**config.mk**
```make
export PLATFORM = sky130hd
export DESIGN_NAME = sorted_alarm_wakeup_queue
export DESIGN_NICKNAME = d
export VERILOG_FILES = /design/src/swq_pkg.sv /design/src/swq_ram.sv /design/src/sorted_alarm_wakeup_queue.sv
export SDC_FILE = /design/constraint.sdc
export NUM_CORES = 2
export LEC_CHECK = 0
export ABC_AREA = 1
export BUFFER_PORTS_ARGS = -buffer_cell sky130_fd_sc_hd__buf_2
export CORE_UTILIZATION = 45
export CTS_CLUSTER_SIZE = 12
export DETAILED_ROUTE_END_ITERATION = 10
export HOLD_SLACK_MARGIN = 0.1
export PLACE_DENSITY = 0.63
export SLEW_MARGIN = 15
export SYNTH_ARGS = -nofsm -noshare
export SYNTH_HDL_FRONTEND = slang
export SYNTH_SLANG_ARGS = --single-unit
```
**constraint.sdc**
```tcl
create_clock -name clk -period 7.7 [get_ports clk]
set_clock_uncertainty 0.05 [all_clocks]
set_input_delay 1.155 -clock clk [delete_from_list [all_inputs] [get_ports clk]]
set_output_delay 1.155 -clock clk [all_outputs]
set_load 0.05 [all_outputs]
```
**src/swq_pkg.sv**
```systemverilog
// shared types and constants of the sorted alarm wake-up queue
// no dependencies; used by sorted_alarm_wakeup_queue

package swq_pkg;

  // width of a wake time or a current time
  localparam int TIME_W = 63;

  // most woken items a single tick may produce
  localparam int MAX_RESULTS = 16;

  typedef enum logic [1:0] {
    FUNC_SET    = 2'd0,
    FUNC_REMOVE = 2'd1,
    FUNC_TICK   = 2'd2
  } func_t;

  typedef enum logic [2:0] {
    ST_SET_OK    = 3'd0,
    ST_FULL      = 3'd1,
    ST_REMOVED   = 3'd2,
    ST_NOT_FOUND = 3'd3,
    ST_WOKEN     = 3'd4,
    ST_NONE_DUE  = 3'd5
  } status_t;

  typedef enum logic [3:0] {
    S_IDLE,
    S_SET_EV,
    S_SET_INS,
    S_RM_EV,
    S_RM_SH,
    S_TK_EV,
    S_TK_EMIT,
    S_TK_SH,
    S_RESP
  } state_t;

endpackage

```
**src/swq_ram.sv**
```systemverilog
// generic simple dual-port ram, one write and one registered read port
// no dependencies

module swq_ram #(
  parameter int WIDTH = 8,
  parameter int DEPTH = 16
) (
  input  logic                                   clk,
  input  logic                                   wr_en,
  input  logic [(DEPTH > 1 ? $clog2(DEPTH) : 1)-1:0] wr_addr,
  input  logic [WIDTH-1:0]                       wr_data,
  input  logic                                   rd_en,
  input  logic [(DEPTH > 1 ? $clog2(DEPTH) : 1)-1:0] rd_addr,
  output logic [WIDTH-1:0]                       rd_data
);

  logic [WIDTH-1:0] mem [DEPTH];

  always_ff @(posedge clk) begin
    if (wr_en) begin
      mem[wr_addr] <= wr_data;
    end
    // read data holds while no read is issued
    if (rd_en) begin
      rd_data <= mem[rd_addr];
    end
  end

endmodule

```
**src/sorted_alarm_wakeup_queue.sv**
```systemverilog
// sorted alarm wake-up queue, top level
// depends on swq_pkg and swq_ram
// channel | handshake            | payload
// --------+----------------------+--------------------------------------
// in      | in_valid / in_ready  | func, client_id, wake_time, now_time
// out     | out_valid / out_ready| status, woken_id, last
//
// set walks back over the entries at or after its slot, remove scans the
//   queue for the id and closes the gap, tick reads the due entries, emits
//   them and moves the rest down; a step does at most one read and one write of the alarm ram
// the alarm ram holds {wake time, id} sorted by time; entries at or above the
//   alarm count are never read, so the ram needs no clearing after reset
// reset clears the count, the state machine and the output valid flag only
// a result waits in the output register while the next item is accepted;
//   a stalled output holds the tick emission in place

module sorted_alarm_wakeup_queue #(
  parameter int DEPTH   = 16,
  parameter int ID_BITS = 8
) (
  input  logic                      clk,
  input  logic                      rst,
  input  logic                      in_valid,
  output logic                      in_ready,
  input  logic [1:0]                func,
  input  logic [ID_BITS-1:0]        client_id,
  input  logic [swq_pkg::TIME_W-1:0] wake_time,
  input  logic [swq_pkg::TIME_W-1:0] now_time,
  output logic                      out_valid,
  input  logic                      out_ready,
  output logic [2:0]                status,
  output logic [ID_BITS-1:0]        woken_id,
  output logic                      last
);

  localparam int AW    = DEPTH > 1 ? $clog2(DEPTH) : 1;
  localparam int CNT_W = $clog2(DEPTH + 1);
  localparam int EW    = swq_pkg::TIME_W + ID_BITS;
  // a tick wakes no more than this many entries
  localparam int LIM   = DEPTH < swq_pkg::MAX_RESULTS ? DEPTH : swq_pkg::MAX_RESULTS;

  localparam logic [CNT_W-1:0] DEPTH_C = CNT_W'(DEPTH);
  localparam logic [CNT_W:0]   LIM_X   = (CNT_W + 1)'(LIM);

  swq_pkg::state_t  state, state_next;
  swq_pkg::status_t resp, resp_next;
  logic [CNT_W-1:0] count, count_next;
  logic [CNT_W-1:0] idx, idx_next;     // entry whose data sits on rd_data
  logic [CNT_W-1:0] k, k_next;         // number of due entries of a tick
  logic [ID_BITS-1:0]        op_id, op_id_next;
  logic [swq_pkg::TIME_W-1:0] key_time, key_next;

  // ram port
  logic             rd_en, wr_en;
  logic [CNT_W-1:0] rd_idx, wr_idx;
  logic [AW-1:0]    rd_addr, wr_addr;
  logic [EW-1:0]    wr_data, rd_data;
  logic [swq_pkg::TIME_W-1:0] rd_time;
  logic [ID_BITS-1:0]         rd_id;

  // output register
  logic                out_load, out_free;
  swq_pkg::status_t    load_status, out_status;
  logic [ID_BITS-1:0]  load_id;
  logic                load_last;

  logic [CNT_W:0] idx_inc, k_inc, count_x;

  assign rd_addr = rd_idx[AW-1:0];
  assign wr_addr = wr_idx[AW-1:0];
  assign rd_time = rd_data[EW-1:ID_BITS];
  assign rd_id   = rd_data[ID_BITS-1:0];

  assign idx_inc = {1'b0, idx} + (CNT_W + 1)'(1);
  assign k_inc   = {1'b0, k} + (CNT_W + 1)'(1);
  assign count_x = {1'b0, count};

  assign out_free = !out_valid || out_ready;
  assign in_ready = (state == swq_pkg::S_IDLE);

  swq_ram #(
    .WIDTH (EW),
    .DEPTH (DEPTH)
  ) u_alarm_ram (
    .clk     (clk),
    .wr_en   (wr_en),
    .wr_addr (wr_addr),
    .wr_data (wr_data),
    .rd_en   (rd_en),
    .rd_addr (rd_addr),
    .rd_data (rd_data)
  );

  always_ff @(posedge clk) begin
    if (rst) begin
      state     <= swq_pkg::S_IDLE;
      count     <= '0;
      out_valid <= 1'b0;
    end else begin
      state     <= state_next;
      count     <= count_next;
      out_valid <= out_load ? 1'b1 : (out_ready ? 1'b0 : out_valid);
    end
  end

  // datapath registers, no reset needed
  always_ff @(posedge clk) begin
    idx      <= idx_next;
    k        <= k_next;
    resp     <= resp_next;
    op_id    <= op_id_next;
    key_time <= key_next;
    if (out_load) begin
      out_status <= load_status;
      woken_id   <= load_id;
      last       <= load_last;
    end
  end

  assign status = out_status;

  always_comb begin
    state_next  = state;
    count_next  = count;
    idx_next    = idx;
    k_next      = k;
    resp_next   = resp;
    op_id_next  = op_id;
    key_next    = key_time;
    rd_en       = 1'b0;
    rd_idx      = '0;
    wr_en       = 1'b0;
    wr_idx      = '0;
    wr_data     = rd_data;
    out_load    = 1'b0;
    load_status = resp;
    load_id     = op_id;
    load_last   = 1'b1;

    unique case (state)
      swq_pkg::S_IDLE: begin
        if (in_valid) begin
          op_id_next = client_id;
          key_next   = (func == swq_pkg::FUNC_TICK) ? now_time : wake_time;
          unique case (func)
            swq_pkg::FUNC_SET: begin
              if (count == DEPTH_C) begin
                resp_next  = swq_pkg::ST_FULL;
                state_next = swq_pkg::S_RESP;
              end else if (count == '0) begin
                idx_next   = '0;
                state_next = swq_pkg::S_SET_INS;
              end else begin
                // walk backwards from the tail, shifting later entries up
                rd_en      = 1'b1;
                rd_idx     = count - CNT_W'(1);
                idx_next   = count - CNT_W'(1);
                state_next = swq_pkg::S_SET_EV;
              end
            end
            swq_pkg::FUNC_REMOVE: begin
              if (count == '0) begin
                resp_next  = swq_pkg::ST_NOT_FOUND;
                state_next = swq_pkg::S_RESP;
              end else begin
                rd_en      = 1'b1;
                rd_idx     = '0;
                idx_next   = '0;
                state_next = swq_pkg::S_RM_EV;
              end
            end
            swq_pkg::FUNC_TICK: begin
              if (count == '0) begin
                resp_next  = swq_pkg::ST_NONE_DUE;
                state_next = swq_pkg::S_RESP;
              end else begin
                rd_en      = 1'b1;
                rd_idx     = '0;
                k_next     = '0;
                state_next = swq_pkg::S_TK_EV;
              end
            end
            default: begin
              // unused code: item taken, nothing happens
            end
          endcase
        end
      end

      swq_pkg::S_SET_EV: begin
        // equal times move up too, so the new alarm goes ahead of them
        if (rd_time >= key_time) begin
          wr_en  = 1'b1;
          wr_idx = idx_inc[CNT_W-1:0];
          if (idx == '0) begin
            state_next = swq_pkg::S_SET_INS;
          end else begin
            rd_en    = 1'b1;
            rd_idx   = idx - CNT_W'(1);
            idx_next = idx - CNT_W'(1);
          end
        end else begin
          idx_next   = idx_inc[CNT_W-1:0];
          state_next = swq_pkg::S_SET_INS;
        end
      end

      swq_pkg::S_SET_INS: begin
        wr_en      = 1'b1;
        wr_idx     = idx;
        wr_data    = {key_time, op_id};
        count_next = count + CNT_W'(1);
        resp_next  = swq_pkg::ST_SET_OK;
        state_next = swq_pkg::S_RESP;
      end

      swq_pkg::S_RM_EV: begin
        if (rd_id == op_id) begin
          resp_next = swq_pkg::ST_REMOVED;
          if (idx_inc < count_x) begin
            rd_en      = 1'b1;
            rd_idx     = idx_inc[CNT_W-1:0];
            idx_next   = idx_inc[CNT_W-1:0];
            state_next = swq_pkg::S_RM_SH;
          end else begin
            count_next = count - CNT_W'(1);
            state_next = swq_pkg::S_RESP;
          end
        end else if (idx_inc < count_x) begin
          rd_en    = 1'b1;
          rd_idx   = idx_inc[CNT_W-1:0];
          idx_next = idx_inc[CNT_W-1:0];
        end else begin
          resp_next  = swq_pkg::ST_NOT_FOUND;
          state_next = swq_pkg::S_RESP;
        end
      end

      swq_pkg::S_RM_SH: begin
        // close the gap: entry idx moves down one place
        wr_en  = 1'b1;
        wr_idx = idx - CNT_W'(1);
        if (idx_inc < count_x) begin
          rd_en    = 1'b1;
          rd_idx   = idx_inc[CNT_W-1:0];
          idx_next = idx_inc[CNT_W-1:0];
        end else begin
          count_next = count - CNT_W'(1);
          state_next = swq_pkg::S_RESP;
        end
      end

      swq_pkg::S_TK_EV: begin
        // rd_data holds entry k
        if (rd_time <= key_time) begin
          k_next = k_inc[CNT_W-1:0];
          if (k_inc < count_x && k_inc < LIM_X) begin
            rd_en  = 1'b1;
            rd_idx = k_inc[CNT_W-1:0];
          end else begin
            rd_en      = 1'b1;
            rd_idx     = '0;
            idx_next   = '0;
            state_next = swq_pkg::S_TK_EMIT;
          end
        end else if (k == '0) begin
          resp_next  = swq_pkg::ST_NONE_DUE;
          state_next = swq_pkg::S_RESP;
        end else begin
          rd_en      = 1'b1;
          rd_idx     = '0;
          idx_next   = '0;
          state_next = swq_pkg::S_TK_EMIT;
        end
      end

      swq_pkg::S_TK_EMIT: begin
        // hold the read data until the output register frees up
        if (out_free) begin
          out_load    = 1'b1;
          load_status = swq_pkg::ST_WOKEN;
          load_id     = rd_id;
          load_last   = (idx_inc == {1'b0, k});
          if (idx_inc < {1'b0, k}) begin
            rd_en    = 1'b1;
            rd_idx   = idx_inc[CNT_W-1:0];
            idx_next = idx_inc[CNT_W-1:0];
          end else if (k < count) begin
            rd_en      = 1'b1;
            rd_idx     = k;
            idx_next   = k;
            state_next = swq_pkg::S_TK_SH;
          end else begin
            count_next = count - k;
            state_next = swq_pkg::S_IDLE;
          end
        end
      end

      swq_pkg::S_TK_SH: begin
        // survivors move down past the woken entries
        wr_en  = 1'b1;
        wr_idx = idx - k;
        if (idx_inc < count_x) begin
          rd_en    = 1'b1;
          rd_idx   = idx_inc[CNT_W-1:0];
          idx_next = idx_inc[CNT_W-1:0];
        end else begin
          count_next = count - k;
          state_next = swq_pkg::S_IDLE;
        end
      end

      swq_pkg::S_RESP: begin
        if (out_free) begin
          out_load   = 1'b1;
          load_id    = (resp == swq_pkg::ST_NONE_DUE) ? '0 : op_id;
          state_next = swq_pkg::S_IDLE;
        end
      end

      default: begin
        state_next = swq_pkg::S_IDLE;
      end
    endcase
  end

  // the queue never holds more than DEPTH alarms
  a_count_range: assert property (@(posedge clk) disable iff (rst)
    count <= DEPTH_C)
    else $error("alarm count above depth");

  // a shift step never reads and writes the same ram entry
  a_ram_no_overlap: assert property (@(posedge clk) disable iff (rst)
    (wr_en && rd_en) |-> (wr_addr != rd_addr))
    else $error("ram read and write collide");

  // emission stays inside the due run
  a_emit_in_run: assert property (@(posedge clk) disable iff (rst)
    (state == swq_pkg::S_TK_EMIT) |-> (idx < k && k <= count))
    else $error("tick emission beyond due entries");

  // an insertion only happens with room left
  a_insert_room: assert property (@(posedge clk) disable iff (rst)
    (state == swq_pkg::S_SET_INS) |-> (count < DEPTH_C && idx <= count))
    else $error("insert into full queue");

  // each woken item is loaded only with a free output register
  a_load_free: assert property (@(posedge clk) disable iff (rst)
    out_load |-> out_free)
    else $error("output register overwritten");

endmodule

```
==> impl_metrics.env <==
export IMPL_yosysWarnings=0
export IMPL_syn_inst=6178
export IMPL_final_area_sq_mm=0.0691
export IMPL_cts_setup_buffers=0
export IMPL_syn_area_per_cell_sq_um=10.1
export IMPL_powerDensity_mw_per_mm2=284
export IMPL_ioPinCount=154
export IMPL_max_clock_freq_mhz=175
export IMPL_layout_drive_gt1_share=0.0836
export IMPL_yosys_cell_types_count=47
export IMPL_clock_sinks=1313
export IMPL_grt_pass1_vias=42400
export IMPL_holdBufCountCts=0
export IMPL_clk_latency_ps=790
export IMPL_worst_setup_path_type="reg2reg"
export IMPL_antenna_found_initial=0
export IMPL_synth_edf_count=1303
export IMPL_core_area_sq_mm=0.136
export IMPL_min_path_type="reg2reg"
export IMPL_vdd_drop_max_mv=0.154
export IMPL_routabilityCongestion=0.871
export IMPL_worst_hold_slack_ps=456
export IMPL_status="complete, no violations"
export IMPL_cts_max_level=4
export IMPL_ys_ff_latch=1313
export IMPL_cts_buffer_depth=3
export IMPL_ctsResizeCount=0
export IMPL_slew_headroom=0.177
export IMPL_arrival_ps=6200
export IMPL_grt_pass1_wl_um=259000
export IMPL_initial_core_util=0.456
export IMPL_cts_buffers=144
export IMPL_required_ps=8170
export IMPL_wl_per_cell_um=21.1
export IMPL_postRouteWirelength_um=171000
export IMPL_num_nets_final=6457
export IMPL_first_iter_violations=5089
export IMPL_cts_root_buf="clkbuf_16"
export IMPL_vias_per_cell=5.53
export IMPL_dp_hpwl_um=83500
export IMPL_synth_area_leaders="edfxtp_1 (63%), nand3_1 (8.3%), inv_1 (8.0%)"
export IMPL_r2r_cells=18
export IMPL_die_width_um=374
export IMPL_detail_route_antenna_nets=0
export IMPL_ys_seq_area_frac=0.633
export IMPL_preCtsSetupSlack_ps=2150
export IMPL_areaGrowthSynthToFinish_pct=11.2
export IMPL_synth_common_cells="inv_1 (1,325), edfxtp_1 (1,303), nand2_1 (1,089)"
export IMPL_fin_tns_setup_ps=0
export IMPL_tightest_slew_ps=1230
export IMPL_fin_crit_sh=0.744
export IMPL_grt_max_degree=207
export IMPL_maxCapViolCount=0
export IMPL_route_detailed_drc=0
export IMPL_die_y_um=374
export IMPL_grt_usage=0.242
export IMPL_worst_path_max_fanout=90
export IMPL_whs_path_depth=2
export IMPL_async_flop_share=0
export IMPL_dr_pass1_iters=5
export IMPL_fin_crit_ps=5730
export IMPL_syn_num_nets=6416
export IMPL_netlist_top_cell_by_area="edfxtp_1"
export IMPL_overflow=0
export IMPL_synth_area_sq_mm=0.0621
export IMPL_vias=44800
export IMPL_ys_flop_type="edfxtp_1"
export IMPL_cts_tree="yes"
export IMPL_final_max_slew_viol_count=0
export IMPL_finalHoldViolCount=0
export IMPL_setup_violations=0
export IMPL_portBuffers=153
export IMPL_fin_ws_ps=1970
export IMPL_num_rows=135
export IMPL_cp_end_kind="flop"
export IMPL_path_clk_slew_ps=60
export IMPL_dieArea_sq_mm=0.140
export IMPL_start_kind="flop"
export IMPL_p_total_mw=19.6
export IMPL_power_leakage_nw=29.3
export IMPL_yosysMostFrequentCell="inv_1"
export IMPL_rsz0062_at_grt="no"
export IMPL_dpl_cell_area_sq_mm=0.0648
export IMPL_synth_top_area_frac=0.630
state kept, by name, summed over array words and instances (netlist names):
signal / count
resp: 3
u_alarm_ram.rd_data: 71
key_time: 63
op_id: 8
out_valid: 1
status: 3
u_alarm_ram.mem: 1136
woken_id: 8
count: 5
last: 1
k: 5
idx: 5
state: 4
path summary, 6_finish.rpt:
path         slack (ps)                    from                           endpoint
min reg2reg         460   state[2]$_SDFFE_PP0P_              state[2]$_SDFFE_PP0P_
min                 460   state[2]$_SDFFE_PP0P_              state[2]$_SDFFE_PP0P_
max                1970  key_time[60]$_DFFE_PP_  u_alarm_ram.rd_data[60]$_DFFE_PP_
max reg2reg        1970  key_time[60]$_DFFE_PP_  u_alarm_ram.rd_data[60]$_DFFE_PP_
layout make-up:
| class | instances | area (sq um) |
|---|---|---|
| Clock buffer | 180 | 3820 |
| Sequential cell | 1313 | 39300 |
| Fill cell | 12100 | 67100 |
| Multi-Input combinational cell | 3133 | 16200 |
| Antenna cell | 1 | 2.50 |
| Inverter | 1341 | 5050 |
| Clock inverter | 74 | 465 |
| Tap cell | 1781 | 2230 |
| Timing Repair Buffer | 286 | 2010 |
per-stage QoR:
| step | instances | utilization |
|---|---|---|
| finish | 8109 | 0.507 |
| global route | 8108 | 0.507 |
| CTS | 8108 | 0.507 |
| detailed placement | 7854 | 0.476 |
| global placement | 7854 | 0.476 |
| floorplan | 6178 | - |
cells by family (layout without fill, tap and decap cells):
family                   after synthesis  after routing  share of synthesized area
other                                  0              1                          0
AO/OA/AOI/OAI                        200            200                     0.0181
XOR/XNOR                              15             15                    0.00211
buffers and inverters               1732           1881                      0.110
adder cells (fa/ha/maj)               98             98                     0.0200
flip-flops                          1313           1313                      0.633
AND/OR/NAND/NOR                     2820           2820                      0.217
power by group:
part / leakage (nW) / internal (mW) / total [mW] / switching, mW
combinational: 15.4 / 1.16 / 4.03 / 2.87
sequential: 11.9 / 8.98 / 9.16 / 0.182
clock: 2.08 / 3.56 / 6.39 / 2.84
total: 29.3 / 13.7 / 19.6 / 5.89
worst max-delay path: stages, from the launching register on:
cell	delay, ps
edfxtp_1	380
inv_1	140
ha_1	280
nand2_1	80
inv_1	40
o21ai_0	130
nand2_1	70
nor2_1	240
nand2_1	110
a21oi_1	490
nand3_1	510
nand3_4	440
buf_4	790
buf_4	940
nand4_1	190
nand3_1	150
nand3_1	110
nand3_1	110
nand2_1	60
metal layers:
layer,vias up,track usage,wire (um)
met5,-,0,0
met4,0,0.0783,4390
met3,284,0.0357,13600
met2,1902,0.390,79700
met1,21700,0.338,73400
li1,21000,-,-
layout by cell type, fill, tap and decap left out, types with 18 or more instances in the layout:
| cell | instances |
|---|---|
| a21oi_1 | 45 |
| clkbuf_1 | 32 |
| nand2_1 | 1088 |
| buf_4 | 113 |
| nand4_1 | 583 |
| nor2_4 | 21 |
| o22ai_1 | 18 |
| edfxtp_1 | 1303 |
| o21ai_0 | 92 |
| clkinv_1 | 40 |
| nand3_1 | 1026 |
| inv_1 | 1324 |
| buf_12 | 20 |
| ha_1 | 95 |
| nor2_1 | 71 |
| buf_2 | 153 |
| clkinv_2 | 18 |
| clkbuf_16 | 148 |
Note: power is estimated with default switching activity, not from simulation.
